`src/hdl/rk4_pkg.sv`:
```
// shared constants, types and step microcode for the rk4 integrator
`default_nettype none

package rk4_pkg;

    // number format and limits
    localparam int FRAC_BITS = 16;
    localparam int MAX_STEPS = 63;
    localparam int DATA_W    = 32;
    localparam int STEP_W    = 21;
    localparam int COUNT_W   = 6;
    localparam int PROD_W    = 2 * DATA_W;
    localparam int SH_W      = PROD_W - FRAC_BITS;
    localparam int NEG_W     = DATA_W + 2;
    localparam int CFG_W     = 2;

    // fixed-point constants: one half and one sixth
    localparam logic signed [DATA_W-1:0] HALF  = DATA_W'(longint'(1) << (FRAC_BITS - 1));
    localparam logic signed [DATA_W-1:0] SIXTH =
        DATA_W'(((longint'(1) << FRAC_BITS) + 3) / 6);
    localparam logic signed [DATA_W-1:0] SAT_MAX = {1'b0, {(DATA_W-1){1'b1}}};
    localparam logic signed [DATA_W-1:0] SAT_MIN = {1'b1, {(DATA_W-1){1'b0}}};

    // configuration register indexes and reset values
    localparam logic [CFG_W-1:0]   CFG_STEP_SIZE  = CFG_W'(0);
    localparam logic [CFG_W-1:0]   CFG_STEP_COUNT = CFG_W'(1);
    localparam logic [STEP_W-1:0]  STEP_SIZE_RST  = STEP_W'(13107);
    localparam logic [COUNT_W-1:0] STEP_COUNT_RST = COUNT_W'(10);

    // microcode sequence length for one integration step
    localparam int UC_LEN = 40;
    localparam int PC_W   = $clog2(UC_LEN);
    localparam logic [PC_W-1:0] UC_LAST = PC_W'(UC_LEN - 1);

    // datapath operations
    typedef enum logic [2:0] {
        OP_NOP,
        OP_ADD,
        OP_NEG2,
        OP_MUL,
        OP_RND
    } t_op;

    // operand sources
    typedef enum logic [3:0] {
        SRC_X,
        SRC_Y,
        SRC_HH,
        SRC_XM,
        SRC_XH,
        SRC_T,
        SRC_YT,
        SRC_K1,
        SRC_K2,
        SRC_K3,
        SRC_S,
        SRC_H,
        SRC_HALF,
        SRC_SIXTH
    } t_src;

    // result destinations
    typedef enum logic [3:0] {
        DST_NONE,
        DST_X,
        DST_Y,
        DST_HH,
        DST_XM,
        DST_XH,
        DST_T,
        DST_YT,
        DST_K1,
        DST_K2,
        DST_K3,
        DST_S
    } t_dst;

    typedef struct packed {
        t_op  op;
        t_src src_a;
        t_src src_b;
        t_dst dst;
    } t_uop;

    // command from controller to datapath
    typedef struct packed {
        logic load;
        logic capture;
        t_uop uop;
    } t_cmd;

    function automatic t_uop mk_uop(input t_op op, input t_src a, input t_src b,
                                    input t_dst d);
        t_uop u;
        u.op    = op;
        u.src_a = a;
        u.src_b = b;
        u.dst   = d;
        return u;
    endfunction

    localparam t_uop UOP_NOP = '{op: OP_NOP, src_a: SRC_X, src_b: SRC_X, dst: DST_NONE};

    // saturate a neg/add result to the 32-bit signed range
    function automatic logic signed [DATA_W-1:0] sat_narrow(input logic signed [NEG_W-1:0] v);
        logic [NEG_W-DATA_W:0] top;
        top = v[NEG_W-1:DATA_W-1];
        if (top == '0 || top == '1) begin
            return v[DATA_W-1:0];
        end
        return v[NEG_W-1] ? SAT_MIN : SAT_MAX;
    endfunction

    // saturate a shifted product to the 32-bit signed range
    function automatic logic signed [DATA_W-1:0] sat_wide(input logic signed [SH_W-1:0] v);
        logic [SH_W-DATA_W:0] top;
        top = v[SH_W-1:DATA_W-1];
        if (top == '0 || top == '1) begin
            return v[DATA_W-1:0];
        end
        return v[SH_W-1] ? SAT_MIN : SAT_MAX;
    endfunction

    // one rk4 step: k1..k4, weighted sum over six, advance x and y
    function automatic t_uop step_uop(input logic [PC_W-1:0] pc);
        t_uop u;
        u = UOP_NOP;
        unique case (pc)
            // half step and midpoint abscissas
            PC_W'(0):  u = mk_uop(OP_MUL,  SRC_H,  SRC_HALF,  DST_NONE);
            PC_W'(1):  u = mk_uop(OP_RND,  SRC_X,  SRC_X,     DST_HH);
            PC_W'(2):  u = mk_uop(OP_ADD,  SRC_X,  SRC_HH,    DST_XM);
            PC_W'(3):  u = mk_uop(OP_ADD,  SRC_X,  SRC_H,     DST_XH);
            // k1
            PC_W'(4):  u = mk_uop(OP_NEG2, SRC_X,  SRC_X,     DST_T);
            PC_W'(5):  u = mk_uop(OP_MUL,  SRC_T,  SRC_Y,     DST_NONE);
            PC_W'(6):  u = mk_uop(OP_RND,  SRC_X,  SRC_X,     DST_T);
            PC_W'(7):  u = mk_uop(OP_MUL,  SRC_H,  SRC_T,     DST_NONE);
            PC_W'(8):  u = mk_uop(OP_RND,  SRC_X,  SRC_X,     DST_K1);
            // k2
            PC_W'(9):  u = mk_uop(OP_MUL,  SRC_K1, SRC_HALF,  DST_NONE);
            PC_W'(10): u = mk_uop(OP_RND,  SRC_X,  SRC_X,     DST_T);
            PC_W'(11): u = mk_uop(OP_ADD,  SRC_Y,  SRC_T,     DST_YT);
            PC_W'(12): u = mk_uop(OP_NEG2, SRC_XM, SRC_XM,    DST_T);
            PC_W'(13): u = mk_uop(OP_MUL,  SRC_T,  SRC_YT,    DST_NONE);
            PC_W'(14): u = mk_uop(OP_RND,  SRC_X,  SRC_X,     DST_T);
            PC_W'(15): u = mk_uop(OP_MUL,  SRC_H,  SRC_T,     DST_NONE);
            PC_W'(16): u = mk_uop(OP_RND,  SRC_X,  SRC_X,     DST_K2);
            // k3
            PC_W'(17): u = mk_uop(OP_MUL,  SRC_K2, SRC_HALF,  DST_NONE);
            PC_W'(18): u = mk_uop(OP_RND,  SRC_X,  SRC_X,     DST_T);
            PC_W'(19): u = mk_uop(OP_ADD,  SRC_Y,  SRC_T,     DST_YT);
            PC_W'(20): u = mk_uop(OP_NEG2, SRC_XM, SRC_XM,    DST_T);
            PC_W'(21): u = mk_uop(OP_MUL,  SRC_T,  SRC_YT,    DST_NONE);
            PC_W'(22): u = mk_uop(OP_RND,  SRC_X,  SRC_X,     DST_T);
            PC_W'(23): u = mk_uop(OP_MUL,  SRC_H,  SRC_T,     DST_NONE);
            PC_W'(24): u = mk_uop(OP_RND,  SRC_X,  SRC_X,     DST_K3);
            // k4, kept in t
            PC_W'(25): u = mk_uop(OP_ADD,  SRC_Y,  SRC_K3,    DST_YT);
            PC_W'(26): u = mk_uop(OP_NEG2, SRC_XH, SRC_XH,    DST_T);
            PC_W'(27): u = mk_uop(OP_MUL,  SRC_T,  SRC_YT,    DST_NONE);
            PC_W'(28): u = mk_uop(OP_RND,  SRC_X,  SRC_X,     DST_T);
            PC_W'(29): u = mk_uop(OP_MUL,  SRC_H,  SRC_T,     DST_NONE);
            PC_W'(30): u = mk_uop(OP_RND,  SRC_X,  SRC_X,     DST_T);
            // weighted sum k1 + 2k2 + 2k3 + k4
            PC_W'(31): u = mk_uop(OP_ADD,  SRC_K2, SRC_K2,    DST_YT);
            PC_W'(32): u = mk_uop(OP_ADD,  SRC_K1, SRC_YT,    DST_S);
            PC_W'(33): u = mk_uop(OP_ADD,  SRC_K3, SRC_K3,    DST_YT);
            PC_W'(34): u = mk_uop(OP_ADD,  SRC_S,  SRC_YT,    DST_S);
            PC_W'(35): u = mk_uop(OP_ADD,  SRC_S,  SRC_T,     DST_S);
            // advance y and x
            PC_W'(36): u = mk_uop(OP_MUL,  SRC_S,  SRC_SIXTH, DST_NONE);
            PC_W'(37): u = mk_uop(OP_RND,  SRC_X,  SRC_X,     DST_T);
            PC_W'(38): u = mk_uop(OP_ADD,  SRC_Y,  SRC_T,     DST_Y);
            PC_W'(39): u = mk_uop(OP_ADD,  SRC_X,  SRC_H,     DST_X);
            default:   u = UOP_NOP;
        endcase
        return u;
    endfunction

endpackage

`default_nettype wire

```
`src/hdl/rk4_ctrl.sv`:
```
// rk4 controller: run sequencing, step microcode counter and output valid
`default_nettype none

module rk4_ctrl import rk4_pkg::*; (
    input  wire logic               i_clk,
    input  wire logic               i_rst_n,
    input  wire logic               i_in_valid,
    output logic                    o_in_stall,
    output logic                    o_out_valid,
    input  wire logic               i_out_stall,
    output logic                    o_last_point,
    input  wire logic [COUNT_W-1:0] i_step_count,
    output t_cmd                    o_cmd
);

    typedef enum logic [1:0] {
        ST_IDLE,
        ST_EMIT,
        ST_RUN
    } t_state;

    t_state               r_state;
    logic [PC_W-1:0]      r_pc;
    logic [COUNT_W-1:0]   r_step;
    logic [COUNT_W-1:0]   r_n;
    logic                 r_out_valid;
    logic                 r_last;

    logic                 w_accept;
    logic                 w_slot_free;
    logic                 w_emit;
    logic                 w_last;
    logic [COUNT_W-1:0]   w_n_clamp;

    assign w_accept    = i_in_valid && (r_state == ST_IDLE);
    assign w_slot_free = !r_out_valid || !i_out_stall;
    assign w_emit      = (r_state == ST_EMIT) && w_slot_free;
    assign w_last      = (r_step == r_n);
    assign w_n_clamp   = (i_step_count > COUNT_W'(MAX_STEPS)) ? COUNT_W'(MAX_STEPS)
                                                               : i_step_count;

    // commands to the datapath
    always_comb begin
        o_cmd.load    = w_accept;
        o_cmd.capture = w_emit;
        o_cmd.uop     = (r_state == ST_RUN) ? step_uop(r_pc) : UOP_NOP;
    end

    // state, counters and output flags
    always_ff @(posedge i_clk) begin
        if (!i_rst_n) begin
            r_state     <= ST_IDLE;
            r_pc        <= '0;
            r_step      <= '0;
            r_n         <= '0;
            r_out_valid <= 1'b0;
            r_last      <= 1'b0;
        end else begin
            // output transaction: new point issued, or current one taken
            if (w_emit) begin
                r_out_valid <= 1'b1;
            end else if (r_out_valid && !i_out_stall) begin
                r_out_valid <= 1'b0;
            end
            unique case (r_state)
                ST_IDLE: begin
                    if (w_accept) begin
                        r_n     <= w_n_clamp;
                        r_step  <= '0;
                        r_state <= ST_EMIT;
                    end
                end
                ST_EMIT: begin
                    if (w_slot_free) begin
                        r_last      <= w_last;
                        r_pc        <= '0;
                        r_state     <= w_last ? ST_IDLE : ST_RUN;
                    end
                end
                ST_RUN: begin
                    if (r_pc == UC_LAST) begin
                        r_pc    <= '0;
                        r_step  <= r_step + COUNT_W'(1);
                        r_state <= ST_EMIT;
                    end else begin
                        r_pc <= r_pc + PC_W'(1);
                    end
                end
                default: r_state <= ST_IDLE;
            endcase
        end
    end

    assign o_in_stall   = (r_state != ST_IDLE);
    assign o_out_valid  = r_out_valid;
    assign o_last_point = r_last;

endmodule

`default_nettype wire

```
`config.mk`:
```
export PLATFORM = sky130hd
export DESIGN_NAME = rk4_ctrl
export DESIGN_NICKNAME = d
export VERILOG_FILES = /design/src/hdl/rk4_pkg.sv /design/src/hdl/rk4_ctrl.sv
export SDC_FILE = /design/constraint.sdc
export NUM_CORES = 1
export LEC_CHECK = 0
export BUFFER_PORTS_ARGS = -buffer_cell sky130_fd_sc_hd__buf_2
export CELL_PAD_IN_SITES_DETAIL_PLACEMENT = 1
export CELL_PAD_IN_SITES_GLOBAL_PLACEMENT = 1
export CORE_MARGIN = 1.5
export CORE_UTILIZATION = 43
export CTS_CLUSTER_SIZE = 14
export DETAILED_ROUTE_END_ITERATION = 10
export GPL_ROUTABILITY_DRIVEN = 0
export PLACE_DENSITY = 0.79
export SKIP_LAST_GASP = 1
export SYNTH_ARGS = -nofsm -noshare
export SYNTH_HDL_FRONTEND = slang
export SYNTH_SLANG_ARGS = --single-unit
```
`constraint.sdc`:
```
create_clock -name i_clk -period 3.9 [get_ports i_clk]
set_input_delay 0.39 -clock i_clk [delete_from_list [all_inputs] [get_ports i_clk]]
set_output_delay 0.39 -clock i_clk [all_outputs]
set_load 0.03 [all_outputs]
```
==> results of run 1 <==
==> how the worst min path moves through the flow <==
stage | startpoint | endpoint | slack (ps) | cells past startpoint
final | i_step_count[3] | r_n[3] | 360 | 3
after CTS | i_step_count[4] | r_n[4] | 350 | 3
after floorplan | r_n[0] | r_n[0] | 480 | 2
after global routing | i_step_count[0] | r_n[0] | 370 | 3
after detailed placement | o_last_point | o_last_point | 490 | 1
after global placement | o_out_valid | o_out_valid | 480 | 2
==> metal layers <==
layer	vias to the layer above	share of wire (%)
li1	1144	-
met1	1157	46
met2	113	45
met3	19	6.8
met4	0	1.9
met5	-	0
==> layout make-up <==
class / count / area share (%)
well taps: 72 / 3.37
flip-flops and latches: 37 / 27.7
clock buffers: 7 / 3.23
multi-input cells: 236 / 57.2
inverters: 14 / 1.96
repair buffers: 33 / 6.55
==> tightest hold or removal path: stages <==
cell	delay, ps
sky130_fd_sc_hd__buf_2	80
sky130_fd_sc_hd__mux2i_1	60
sky130_fd_sc_hd__nor2_1	70
==> cell usage in the layout, fill, tap and decap left out, types with 4 or more instances in the layout <==
master                     netlist  routed
sky130_fd_sc_hd__clkbuf_8        0       6
sky130_fd_sc_hd__o22ai_1         5       5
sky130_fd_sc_hd__xnor2_1         4       4
sky130_fd_sc_hd__dfxtp_1        37      37
sky130_fd_sc_hd__and2_1         16      16
sky130_fd_sc_hd__nand2_1        24      24
sky130_fd_sc_hd__mux2i_1         9       9
sky130_fd_sc_hd__nor2_1         38      38
sky130_fd_sc_hd__o21ai_0        19      19
sky130_fd_sc_hd__nor3_1          4       4
sky130_fd_sc_hd__buf_4           4       4
sky130_fd_sc_hd__a21oi_1        19      19
sky130_fd_sc_hd__o21a_1          4       4
sky130_fd_sc_hd__o211ai_1        5       5
sky130_fd_sc_hd__buf_2           7      29
sky130_fd_sc_hd__a31oi_1         7       7
sky130_fd_sc_hd__nand4_1         5       5
sky130_fd_sc_hd__inv_1          11      11
sky130_fd_sc_hd__ha_1           10      10
sky130_fd_sc_hd__xor2_1          7       7
==> per-stage QoR <==
step | instances | worst slack, ps | power [W] | hold WS (ps) | area [µm²]
2_1_floorplan | 306 | 1020 | 0.000551 | 481 | 2430
3_3_place_gp | 392 | 785 | 0.000594 | 477 | 2590
3_5_place_dp | 392 | 621 | 0.000598 | 489 | 2590
4_1_cts | 399 | 575 | 0.000865 | 353 | 2680
5_1_grt | 399 | 238 | 0.000903 | 372 | 2680
6_report | 399 | 586 | 0.000858 | 355 | 2680
==> cell usage after synthesis (all sizes together), types with 4 or more instances <==
cell    number
a21oi       20
a31oi        7
and2        16
buf         13
clkbuf       6
dfxtp       37
ha          10
inv         13
mux2i        9
nand2       26
nand4        5
nor2        40
nor3         5
o211ai       5
o21a         4
o21ai       22
o22ai        5
xnor2        4
xor2         7
==> power by group <==
group	total, W	switching (W)	internal, W
sequential	0.000413	0.0000118	0.000401
combinational	0.000179	0.000118	0.0000618
clock	0.000267	0.000126	0.000140
total	0.000858	0.000256	0.000603
==> cells by family (layout without fill, tap and decap cells) <==
logic type	Yosys count	after routing	synth area share [%]
AOI/OAI and AO/OA	96	96	27.4
muxes	9	9	3.70
xor gates and xnor gates	11	11	3.96
DFF	37	37	30.4
buffers and inverters	33	54	6.68
adders and majority gates	11	11	5.55
and+or+nand+nor	109	109	22.3
==> run summary, run 1 <==
The share of the clock period used by the worst path is 85.0%. Wires add up to 7390 µm. The post-layout utilization of the core came out at 48.9%. The critical path capture point type is a flop. The area growth from synthesis to layout is 9.92%. The maximum clock rate came out at 302 MHz. The number of cells on the worst reg-to-reg path is 11. The netlist uses 63 different library cells. met2 is the most crowded layer. The sum of net half-perimeters after detailed placement is 5370 µm. The most used flip-flop cell after synthesis is sky130_fd_sc_hd__dfxtp_1. The number of ports placed on the die boundary is 30. Setup repair after global routing left no endpoint under its margin. The met3 usage in global routing came out at 4.07%.

The analysis attributes to cell leakage a power of 1.15 nW. STA classifies the critical path startpoint as a flop. The share of the Yosys chip area taken by registers is 30.4%.

The number of hold buffers added after CTS was 0. The post-cts repair resize count came out at 0. The core region is 5470 µm². The classification of the worst-slack hold path is primary input to flop. For this configuration, the core starts out at a cell density of 44.5%. The area occupied by multi-input gates came out at 1530 µm². The maximum clock insertion buffer count came out at 2.

The mapped netlist covers 2430 µm². The TritonCTS clock tree is built. The die span in x is 78.3 µm. The number of max-slew violations in the final report came out at 0.

The number of max-cap violations came out at 0. In this design, the largest share of critical-path delay is due to compound AO/OA/AOI/OAI gates. The post-synthesis register bit count is 37. The clock latency on the worst-skew pair came out at 290 ps.

The total number of yosys warnings is 0. The sum of overflow across all layers after global routing is 0. The library cell occupying the most area in the post-synthesis netlist is sky130_fd_sc_hd__dfxtp_1.

Together, buffers and inverters on the worst path number 1. The cell count after synthesis came out at 306. The final count of hold timing violations came to 0. Fill cells in the final layout number 698. The number of nets at the end of the flow is 347. The met2 usage in global routing came out at 40.8%.

The TritonCTS sink count came out at 37. The required time reported for the critical path endpoint is 4140 ps. The number of setup buffers added after CTS came out at 0. The share of the synthesized area in the top cell type came out at 30.4%.

Counting buffers and inverters, the worst setup path is 11 cells deep. Yosys mapped a number of flops with a built-in enable equal to 0. For the final routed database, the setup TNS stands at 0 ps. The startpoint of the most critical register-to-register path is r_state[1].

The floorplan step set the die height to 78.3 µm. The average footprint of a synthesized cell came out at 7.96 µm². The residual DRC count came out at 0. The buffer cell driving the clock tree root is sky130_fd_sc_hd__clkbuf_8. Traced cell by cell, the critical path runs through nor2b_4 > o21ai_2 > o21ai_0 > nand2_1 > inv_1 > ha_1 > o21ai_0 > o21a_1 > maj3_1 > nand2_1 > a221o_1. The minimum setup slack among reg-to-reg paths is 590 ps. The number of DRC violations after detailed-routing iteration 0 came out at 209.

Entering global routing, the biggest net connects 22 pins. The number of antenna violations at the first check in global routing was 0. The worst slew margin relative to its limit is 50.3%.

The CTS buffer count is 5. The layout cell share with drive strength beyond 1 came out at 17.1%. Tracing the worst setup path back leads to its startpoint at r_state[1]. The number of vias per cell came out at 6.10. Along the worst path, the maximum fanout reaches 21. The overall die area came out at 6120 µm². Ranked by total cell area, the synthesized netlist is headed by sky130_fd_sc_hd__dfxtp_1, sky130_fd_sc_hd__nor2_1, sky130_fd_sc_hd__ha_1.

The largest clock skew in the final design came out at 8.08 ps. The total power per unit cell area is 321 nW/µm². The maximum level of the CTS H-tree is 2. The slowest stage of the critical path is the sky130_fd_sc_hd__nor2b_4 cell.

The global-route usage over all layers came out at 25.4%. The final routed wire length divided by cell count is 18.5 µm. Across the whole layout, storage elements account for 741 µm².

The wire length of the first global-routing pass came out at 11900 µm. The signal arrival time at the worst endpoint came out at 3550 ps. The flow ran to the end, and the final reports show no timing, DRC or antenna violations.

The number of iterations in the first detailed-routing pass came out at 5. The largest single stage delay on the critical path is 460 ps. The via count of the first global-routing pass came to 2314.

The number of nets produced by synthesis came out at 326. In this run the remaining antenna-violating nets after routing total 0. The proportion of synthesized flip-flops having asynchronous set or reset came out at 0%. The via count came out at 2433. The antenna cell count came out at 0.

The kind of critical path is flop to flop. The final critical-path required period is 3310 ps. The slew at the pin closest to its max-slew limit came out at 742 ps. The fraction of met1 tracks used by global routing came out at 34.6%.

The register clock-pin slew on the reported worst setup and hold paths is 70 ps. The number of failing setup endpoints in the final timing report came out at 0. After floorplanning, the core was divided into 27 placement rows.

The count of input and output buffers came out at 29. The worst IR drop on VDD is 0.166 mV.
No activity file was read; power rests on OpenSTA's default activity.
==> run 2: changes to the inputs <==
==> constraint.sdc (replaced) <==
create_clock -name i_clk -period 3.27 [get_ports i_clk]
set_input_delay 0.327 -clock i_clk [delete_from_list [all_inputs] [get_ports i_clk]]
set_output_delay 0.327 -clock i_clk [all_outputs]
set_load 0.03 [all_outputs]
==> run 2 against run 1 <==
Effect of this change:
- sequential power is 19% higher
- setup slack lost 280 ps
- hold slack worse by 79 ps
- largest power group unchanged
==> run summary, run 2 (synthesis gave the netlist of run 1 again) <==
The post-place instance area came to 2650 µm² (+2.3%). The sum of negative setup slack is 0 ps (unchanged). Broken down by cell family, the worst path's largest delay share belongs to compound AO/OA/AOI/OAI gates.

The switching component of the power came out at 0.000339 W (+33%). TritonCTS built the clock tree. The die span in x was 78.3 µm (unchanged). The layout cell share with drive strength beyond 1 came out at 19.9% (+2.8 points). The final critical-path required period is 2960 ps (-352 ps). The clock share of power is 40.7% (+9.7 points). The residual DRC count came out at 0 (unchanged). The number of max-cap violations is 0 (unchanged). The number of nets at the end of the flow is 355 (+2.3%). The slowest cell on the critical path is sky130_fd_sc_hd__dfxtp_1. The largest clock skew in the final design came to 4.06 ps (-4.03 ps). The delay contributed by the slowest stage of the critical path is 450 ps (about the same). The post-cts hold buffer count is 0 (unchanged). The number of DRC violations after detailed-routing iteration 0 is 302 (+44%). The initial core utilization is 44.5% (unchanged).

The worst IR drop on VDD was 0.210 mV (+27%). The count of buffering cells on the critical path with inverters included came out at 1 (unchanged). The area growth from synthesis to layout came out at 14.6%. The peak fanout along the critical path is 8 (-62%).

The clock latency on the worst-skew pair is 290 ps (about the same). The worst hold margin came out at 277 ps (-78.7 ps). The core region area was 5470 µm² (unchanged). The required time reported for the critical path endpoint came out at 3450 ps (-690 ps). The number of setup buffers added after CTS was 0 (unchanged). The most frequent standard cell in the layout excluding fill and tap cells is sky130_fd_sc_hd__nor2_1. The worst slew margin relative to its limit is 39.3% (-11 points). The run finished with clean final reports. The number of failing setup endpoints in the final timing report came to 0 (unchanged). The leakage power figure is 1.21 nW (+5.2%). The antenna cell count is 0 (unchanged). The TritonCTS sink count is 37 (unchanged). The number of ports placed on the die boundary came out at 30 (unchanged).

The worst setup path is captured at a flop. The maximum clock insertion buffer count is 2 (unchanged). The signal arrival time at the worst endpoint was 3150 ps (-400 ps). The total power per unit cell area is 432 nW/µm² (+35%).

The via count came out at 2425 (-0.33%). The register clock-pin slew on the reported worst setup and hold paths came to 80 ps (about the same). The sequential group share of total power came to 40.8% (-7.3 points). In the layout the commonest cells are sky130_fd_sc_hd__nor2_1, sky130_fd_sc_hd__dfxtp_1, sky130_fd_sc_hd__buf_2.

The CTS buffer count came out at 5 (unchanged). The global-route usage over all layers is 26.6% (+1.2 points). The number of antenna violations at the first check in global routing is 0 (unchanged).

The via count of the first global-routing pass came to 2426 (+4.8%). The setup path with the least slack is of type flop to flop. The maximum number of pins on one net before global-route repair is 21 (-4.5%). The cell area after layout is 2790 µm² (+4.3%).

The number of placement rows was 27 (unchanged). The minimum setup slack among reg-to-reg paths came to 310 ps (-280 ps). The worst slack after detailed placement is 247 ps (-374 ps). Walking the worst path, the cells encountered are ha_1 > nand4b_1 > o21ai_2 > o21ai_0 > nand2_1 > inv_1 > ha_2 > o21ai_0 > o21a_1 > maj3_1 > nand2_1 > a221o_1. The number of max-slew violations in the final report is 0 (unchanged). The internal portion of total power is 0.000865 W (+44%). The overall die area came out at 6120 µm² (unchanged).

The wire length of the first global-routing pass is 12700 µm (+6.5%). The number of vias per cell was 5.94 (-2.5%). The number of nets with antenna violations after detailed routing came out at 0 (unchanged).

The proportion of power drawn by combinational gates is 18.5% (-2.4 points). The startpoint kind of the worst setup timing path is a flop. The die height is 78.3 µm (unchanged). The setup slack of the critical path after layout came out at 309 ps (-278 ps). Setup repair after global routing left no endpoint under its margin. The count of input and output buffers came out at 29 (unchanged). The sum of overflow across all layers after global routing came to 0 (unchanged).

The buffer cell driving the clock tree root is sky130_fd_sc_hd__clkbuf_8. The post-detailed-routing wire length was 7730 µm (+4.6%). The number of iterations in the first detailed-routing pass is 4 (-1). The post-cts repair resize count is 0 (unchanged). The share of the clock period used by the worst path is 90.6% (+5.6 points).

The classification of the worst-slack hold path is primary input to flop. The slew at the pin closest to its max-slew limit was 903 ps (+161 ps). The proportion of total power due to net switching is 28.2% (-1.6 points). The maximum clock rate is 338 MHz (+12%). The sum of net half-perimeters after detailed placement is 5580 µm (+3.9%). The final routed wire length divided by cell count came out at 18.9 µm (+2.3%). The final count of hold timing violations is 0 (unchanged). The maximum level of the CTS H-tree is 2 (unchanged).

The total design power came out at 0.00120 W (+40%).
-- run 2: changes by cell type in the layout (fill, tap and decap cells not counted) --
cell                        previous run  this run
sky130_fd_sc_hd__inv_6                 0         1
sky130_fd_sc_hd__bufinv_16             0         2
sky130_fd_sc_hd__ha_2                  0         1
sky130_fd_sc_hd__buf_4                 4        12
sky130_fd_sc_hd__ha_1                 10         9
sky130_fd_sc_hd__clkbuf_8              6         5
sky130_fd_sc_hd__clkbuf_1              1         0
-- run 2: cell type report --
class / count / area (µm²)
repair buffers: 41 / 235
multi-input cells: 236 / 1530
clock inverters: 3 / 68.8
fillers: 707 / 2680
well taps: 72 / 90.1
inverters: 14 / 52.6
flip-flops and latches: 37 / 741
clock buffers: 5 / 68.8
-- run 2: power by group through the flow --
stage / combinational (W) / sequential [W] / clock [W]
after floorplan: 0.000155 / 0.000502 / 0
final: 0.000223 / 0.000492 / 0.000490
after global routing: 0.000244 / 0.000495 / 0.000515
after detailed placement: 0.000219 / 0.000502 / 0
after global placement: 0.000214 / 0.000501 / 0
after CTS: 0.000221 / 0.000492 / 0.000493
-- run 2: metal layers --
metal / GRT usage (%) / part of all wire [%] / vias to the layer above / routed length [µm]
met5: 0 / 0 / - / 0
met4: 10.7 / 2.2 / 0 / 171
met3: 4.65 / 6.8 / 13 / 528
met2: 42.8 / 46 / 83 / 3530
met1: 35.3 / 45 / 1168 / 3500
li1: - / - / 1161 / -
-- run 2: metrics by stage --
step / std cells / util, %
floorplan: 306 / -
detailed placement: 400 / 48.4
CTS: 408 / 50.9
global placement: 400 / 48.4
global route: 408 / 51.0
finish: 408 / 51.0
-- run 2: worst paths after layout --
check / cells past startpoint / end / startpoint
worst max-delay path: 12 / flop / r_pc[0]
worst min-delay path: 3 / r_n[4] / i_step_count[4]
worst max register to register: 12 / flop / r_pc[0]
worst min register to register: 2 / o_out_valid / o_out_valid
-- run 2: worst reg2reg max path, stage by stage, from the launching register on --
cell and delay, ps:
sky130_fd_sc_hd__dfxtp_1 450, sky130_fd_sc_hd__ha_1 280, sky130_fd_sc_hd__nand4b_1 200, sky130_fd_sc_hd__o21ai_2 260
sky130_fd_sc_hd__o21ai_0 210, sky130_fd_sc_hd__nand2_1 140, sky130_fd_sc_hd__inv_1 100, sky130_fd_sc_hd__ha_2 260
sky130_fd_sc_hd__o21ai_0 200, sky130_fd_sc_hd__o21a_1 200, sky130_fd_sc_hd__maj3_1 160, sky130_fd_sc_hd__nand2_1 60
sky130_fd_sc_hd__a221o_1 330
==> run 3: changes to the inputs <==
--- a/config.mk
+++ b/config.mk
@@ -9,11 +9,12 @@
 export CELL_PAD_IN_SITES_DETAIL_PLACEMENT = 1
 export CELL_PAD_IN_SITES_GLOBAL_PLACEMENT = 1
 export CORE_MARGIN = 1.5
-export CORE_UTILIZATION = 43
+export CORE_UTILIZATION = 39
 export CTS_CLUSTER_SIZE = 14
 export DETAILED_ROUTE_END_ITERATION = 10
 export GPL_ROUTABILITY_DRIVEN = 0
-export PLACE_DENSITY = 0.79
+export GPL_TIMING_DRIVEN = 0
+export PLACE_DENSITY = 0.76
 export SKIP_LAST_GASP = 1
 export SYNTH_ARGS = -nofsm -noshare
 export SYNTH_HDL_FRONTEND = slang
==> constraint.sdc (replaced) <==
create_clock -name i_clk -period 2.47 [get_ports i_clk]
set_input_delay 0.247 -clock i_clk [delete_from_list [all_inputs] [get_ports i_clk]]
set_output_delay 0.247 -clock i_clk [all_outputs]
set_load 0.03 [all_outputs]
==> run 3 against run 2 <==
Effect of this change:
- the run now ends with setup timing left
- clock-buffer cell count increased by 1
- critical path depth decreased by 1
- sequential share of layout area decreased by 3.5 points
- non-clock buffer count increased by 27
- clock power increased by 25%
- sequential power increased by 32%
- largest cell class unchanged
- largest power group unchanged
- highest routed layer unchanged
==> run summary, run 3 (synthesis gave the netlist of run 1 again) <==
The final routed wire length divided by cell count is 20.3 µm (+7.1%). The wire length of the first global-routing pass came out at 11900 µm (-6.7%). The maximum number of pins on one net before global-route repair is 14 (-33%). The number of vias per cell came out at 6.20 (+4.3%). The overall die area came out at 6730 µm² (+9.9%). The worst hold margin is 190 ps (-87.2 ps).

The share of the clock period used by the worst path came out at 100% (+9.9 points). The flow ran to the end, but the final reports show violations. The start point of the critical path is r_pc[1]. The maximum level of the CTS H-tree is 2 (unchanged). The final count of hold timing violations is 0 (unchanged). The final critical-path required period came to 2480 ps (-481 ps). The number of cells on the worst reg-to-reg path is 11 (-1). The worst register-to-register path begins at r_pc[1]. The checks that failed: setup timing. The number of nets with antenna violations after detailed routing came out at 0 (unchanged). The cell total after placement came out at 410 (+2.5%). The initial core utilization came to 40.6% (-3.8 points). In this run the most critical hold path is launched from i_step_count[2]. The CTS buffer count is 5 (unchanged).

The min-delay analysis places its worst path in the category primary input to flop. The largest clock skew in the final design is 9.45 ps (+5.40 ps). The residual DRC count is 0 (unchanged). The via count of the first global-routing pass was 2320 (-4.4%). The number of iterations in the first detailed-routing pass is 5 (+1). The required time reported for the critical path endpoint came to 2670 ps (-780 ps).

The met2 usage in global routing came to 38.2% (-4.6 points). The number of max-cap violations came out at 0 (unchanged). The post-detailed-routing wire length came to 8890 µm (+15%).

The global-route usage over all layers came out at 23.8% (-2.9 points). The die height is 82.0 µm (+4.8%). The TritonCTS sink count is 37 (unchanged).

The worst hold path terminates at r_n[2]. The worst hold path cell count is 3 (unchanged). STA classifies the critical path startpoint as a flop. The layout cell share with drive strength beyond 1 came out at 36.9% (+17 points).

The count of non-filler cells in the finished layout was 438 (+7.4%). The worst slack after detailed placement is -516 ps (-763 ps). The total design power is 0.00163 W (+35%). The maximum clock insertion buffer count is 2 (unchanged).

The sum of overflow across all layers after global routing was 0 (unchanged). The clock latency on the worst-skew pair is 300 ps (about the same). The final-layout fill cell count was 730 (+3.3%).

TritonCTS built the clock tree. The via count is 2716 (+12%). The minimum setup slack among reg-to-reg paths is -10 ps (-320 ps). In the layout the commonest cells are sky130_fd_sc_hd__nor2_1, sky130_fd_sc_hd__buf_2, sky130_fd_sc_hd__dfxtp_1. The critical path capture point type is a flop. The leakage power figure came out at 1.40 nW (+16%). The met3 usage in global routing came out at 3.56% (-1.1 points). The count of input and output buffers is 29 (unchanged). The area growth from synthesis to layout came out at 34.3%. The number of placement rows is 28 (+3.7%).

The peak fanout along the critical path is 5 (-3). The worst slew margin relative to its limit is 50.3% (+11 points). The maximum clock rate is 403 MHz (+19%). The post-cts hold buffer count came to 0 (unchanged). The setup slack of the critical path after layout was -10.2 ps (-319 ps).

The number of DRC violations after detailed-routing iteration 0 is 354 (+17%). The register clock-pin slew on the reported worst setup and hold paths is 80 ps (about the same). The worst IR drop on VDD came out at 0.237 mV (+13%). The number of antenna violations at the first check in global routing came out at 0 (unchanged).

The slew at the pin closest to its max-slew limit is 743 ps (-160 ps). The die span in x is 82.0 µm (+4.8%). The antenna cell count came out at 0 (unchanged).

The kind of critical path is flop to flop. The sum of net half-perimeters after detailed placement came to 5690 µm (+2.0%). The number of max-slew violations in the final report was 0 (unchanged). The highest-utilization routing layer at the global route stage is met2. The core region area is 5990 µm² (+9.5%). Setup repair after global routing could not meet its margin everywhere.

The number of ports placed on the die boundary was 30 (unchanged). The signal arrival time at the worst endpoint came to 2680 ps (-470 ps). The number of nets at the end of the flow was 382 (+7.6%). The total power per unit cell area came to 499 nW/µm² (+16%). The fraction of met1 tracks used by global routing is 31.8% (-3.4 points). The number of failing setup endpoints in the final timing report is 2 (+2). The root buffer cell chosen for the clock tree is sky130_fd_sc_hd__clkbuf_8.
[run 3: what timing repair did]
action                                  in CTS  in global routing
pin swaps                                    3                 16
cloned                                       0                  1
buffers inserted                             6                 14
resized for setup                           13                 63
endpoints found under the setup margin      14                 14
[run 3: per-stage QoR]
step                      TNS (ps)  instance area [µm²]  util [%]
after floorplan                  0                 2470         -
after global placement       -3380                 2710      45.3
after detailed placement     -3620                 2710      45.3
after CTS                        0                 2940      49.1
after global routing          -756                 3270      54.6
final                        -18.0                 3270      54.6
[run 3: worst max-delay path, stage by stage, from the launching register on]
cell and delay, ps:
sky130_fd_sc_hd__dfxtp_4 390, sky130_fd_sc_hd__ha_4 160, sky130_fd_sc_hd__nand4b_1 190, sky130_fd_sc_hd__o21ai_4 330, sky130_fd_sc_hd__o21ai_4 120, sky130_fd_sc_hd__nand2_2 120, sky130_fd_sc_hd__buf_6 150, sky130_fd_sc_hd__ha_2 240
sky130_fd_sc_hd__nand2_1 130, sky130_fd_sc_hd__nor2_2 170, sky130_fd_sc_hd__o21ai_0 130, sky130_fd_sc_hd__a31oi_1 250
[run 3: worst max-delay path by stage]
stage	to	cells past startpoint	slack, ps
global placement	flop	12	-510
floorplan	flop	13	2
CTS	flop	11	10
finish	flop	11	-10
detailed placement	flop	12	-520
global route	flop	10	-130
[run 3: area by class of cell]
type / count / area [µm²] / area share (%)
Tap cell: 75 / 93.8 / 2.87
Timing Repair Buffer: 50 / 312 / 9.53
Buffer: 18 / 128 / 3.90
Sequential cell: 37 / 752 / 23.0
Clock inverter: 2 / 38.8 / 1.19
Multi-Input combinational cell: 236 / 1790 / 54.7
Clock buffer: 6 / 93.8 / 2.87
Inverter: 14 / 62.6 / 1.91
[run 3: where the power goes]
| group | internal, W | total, W | switching (W) | leakage, nW |
|---|---|---|---|---|
| Combinational | 0.000143 | 0.000368 | 0.000225 | 1.02 |
| Clock | 0.000366 | 0.000612 | 0.000246 | 0.0669 |
| Sequential | 0.000632 | 0.000651 | 0.0000190 | 0.304 |
| Total | 0.00114 | 0.00163 | 0.000490 | 1.40 |
[run 3: per-layer routing]
layer,vias up,routed length (µm)
li1,1216,-
met1,1294,3730
met2,169,4150
met3,37,742
met4,0,270
met5,-,0
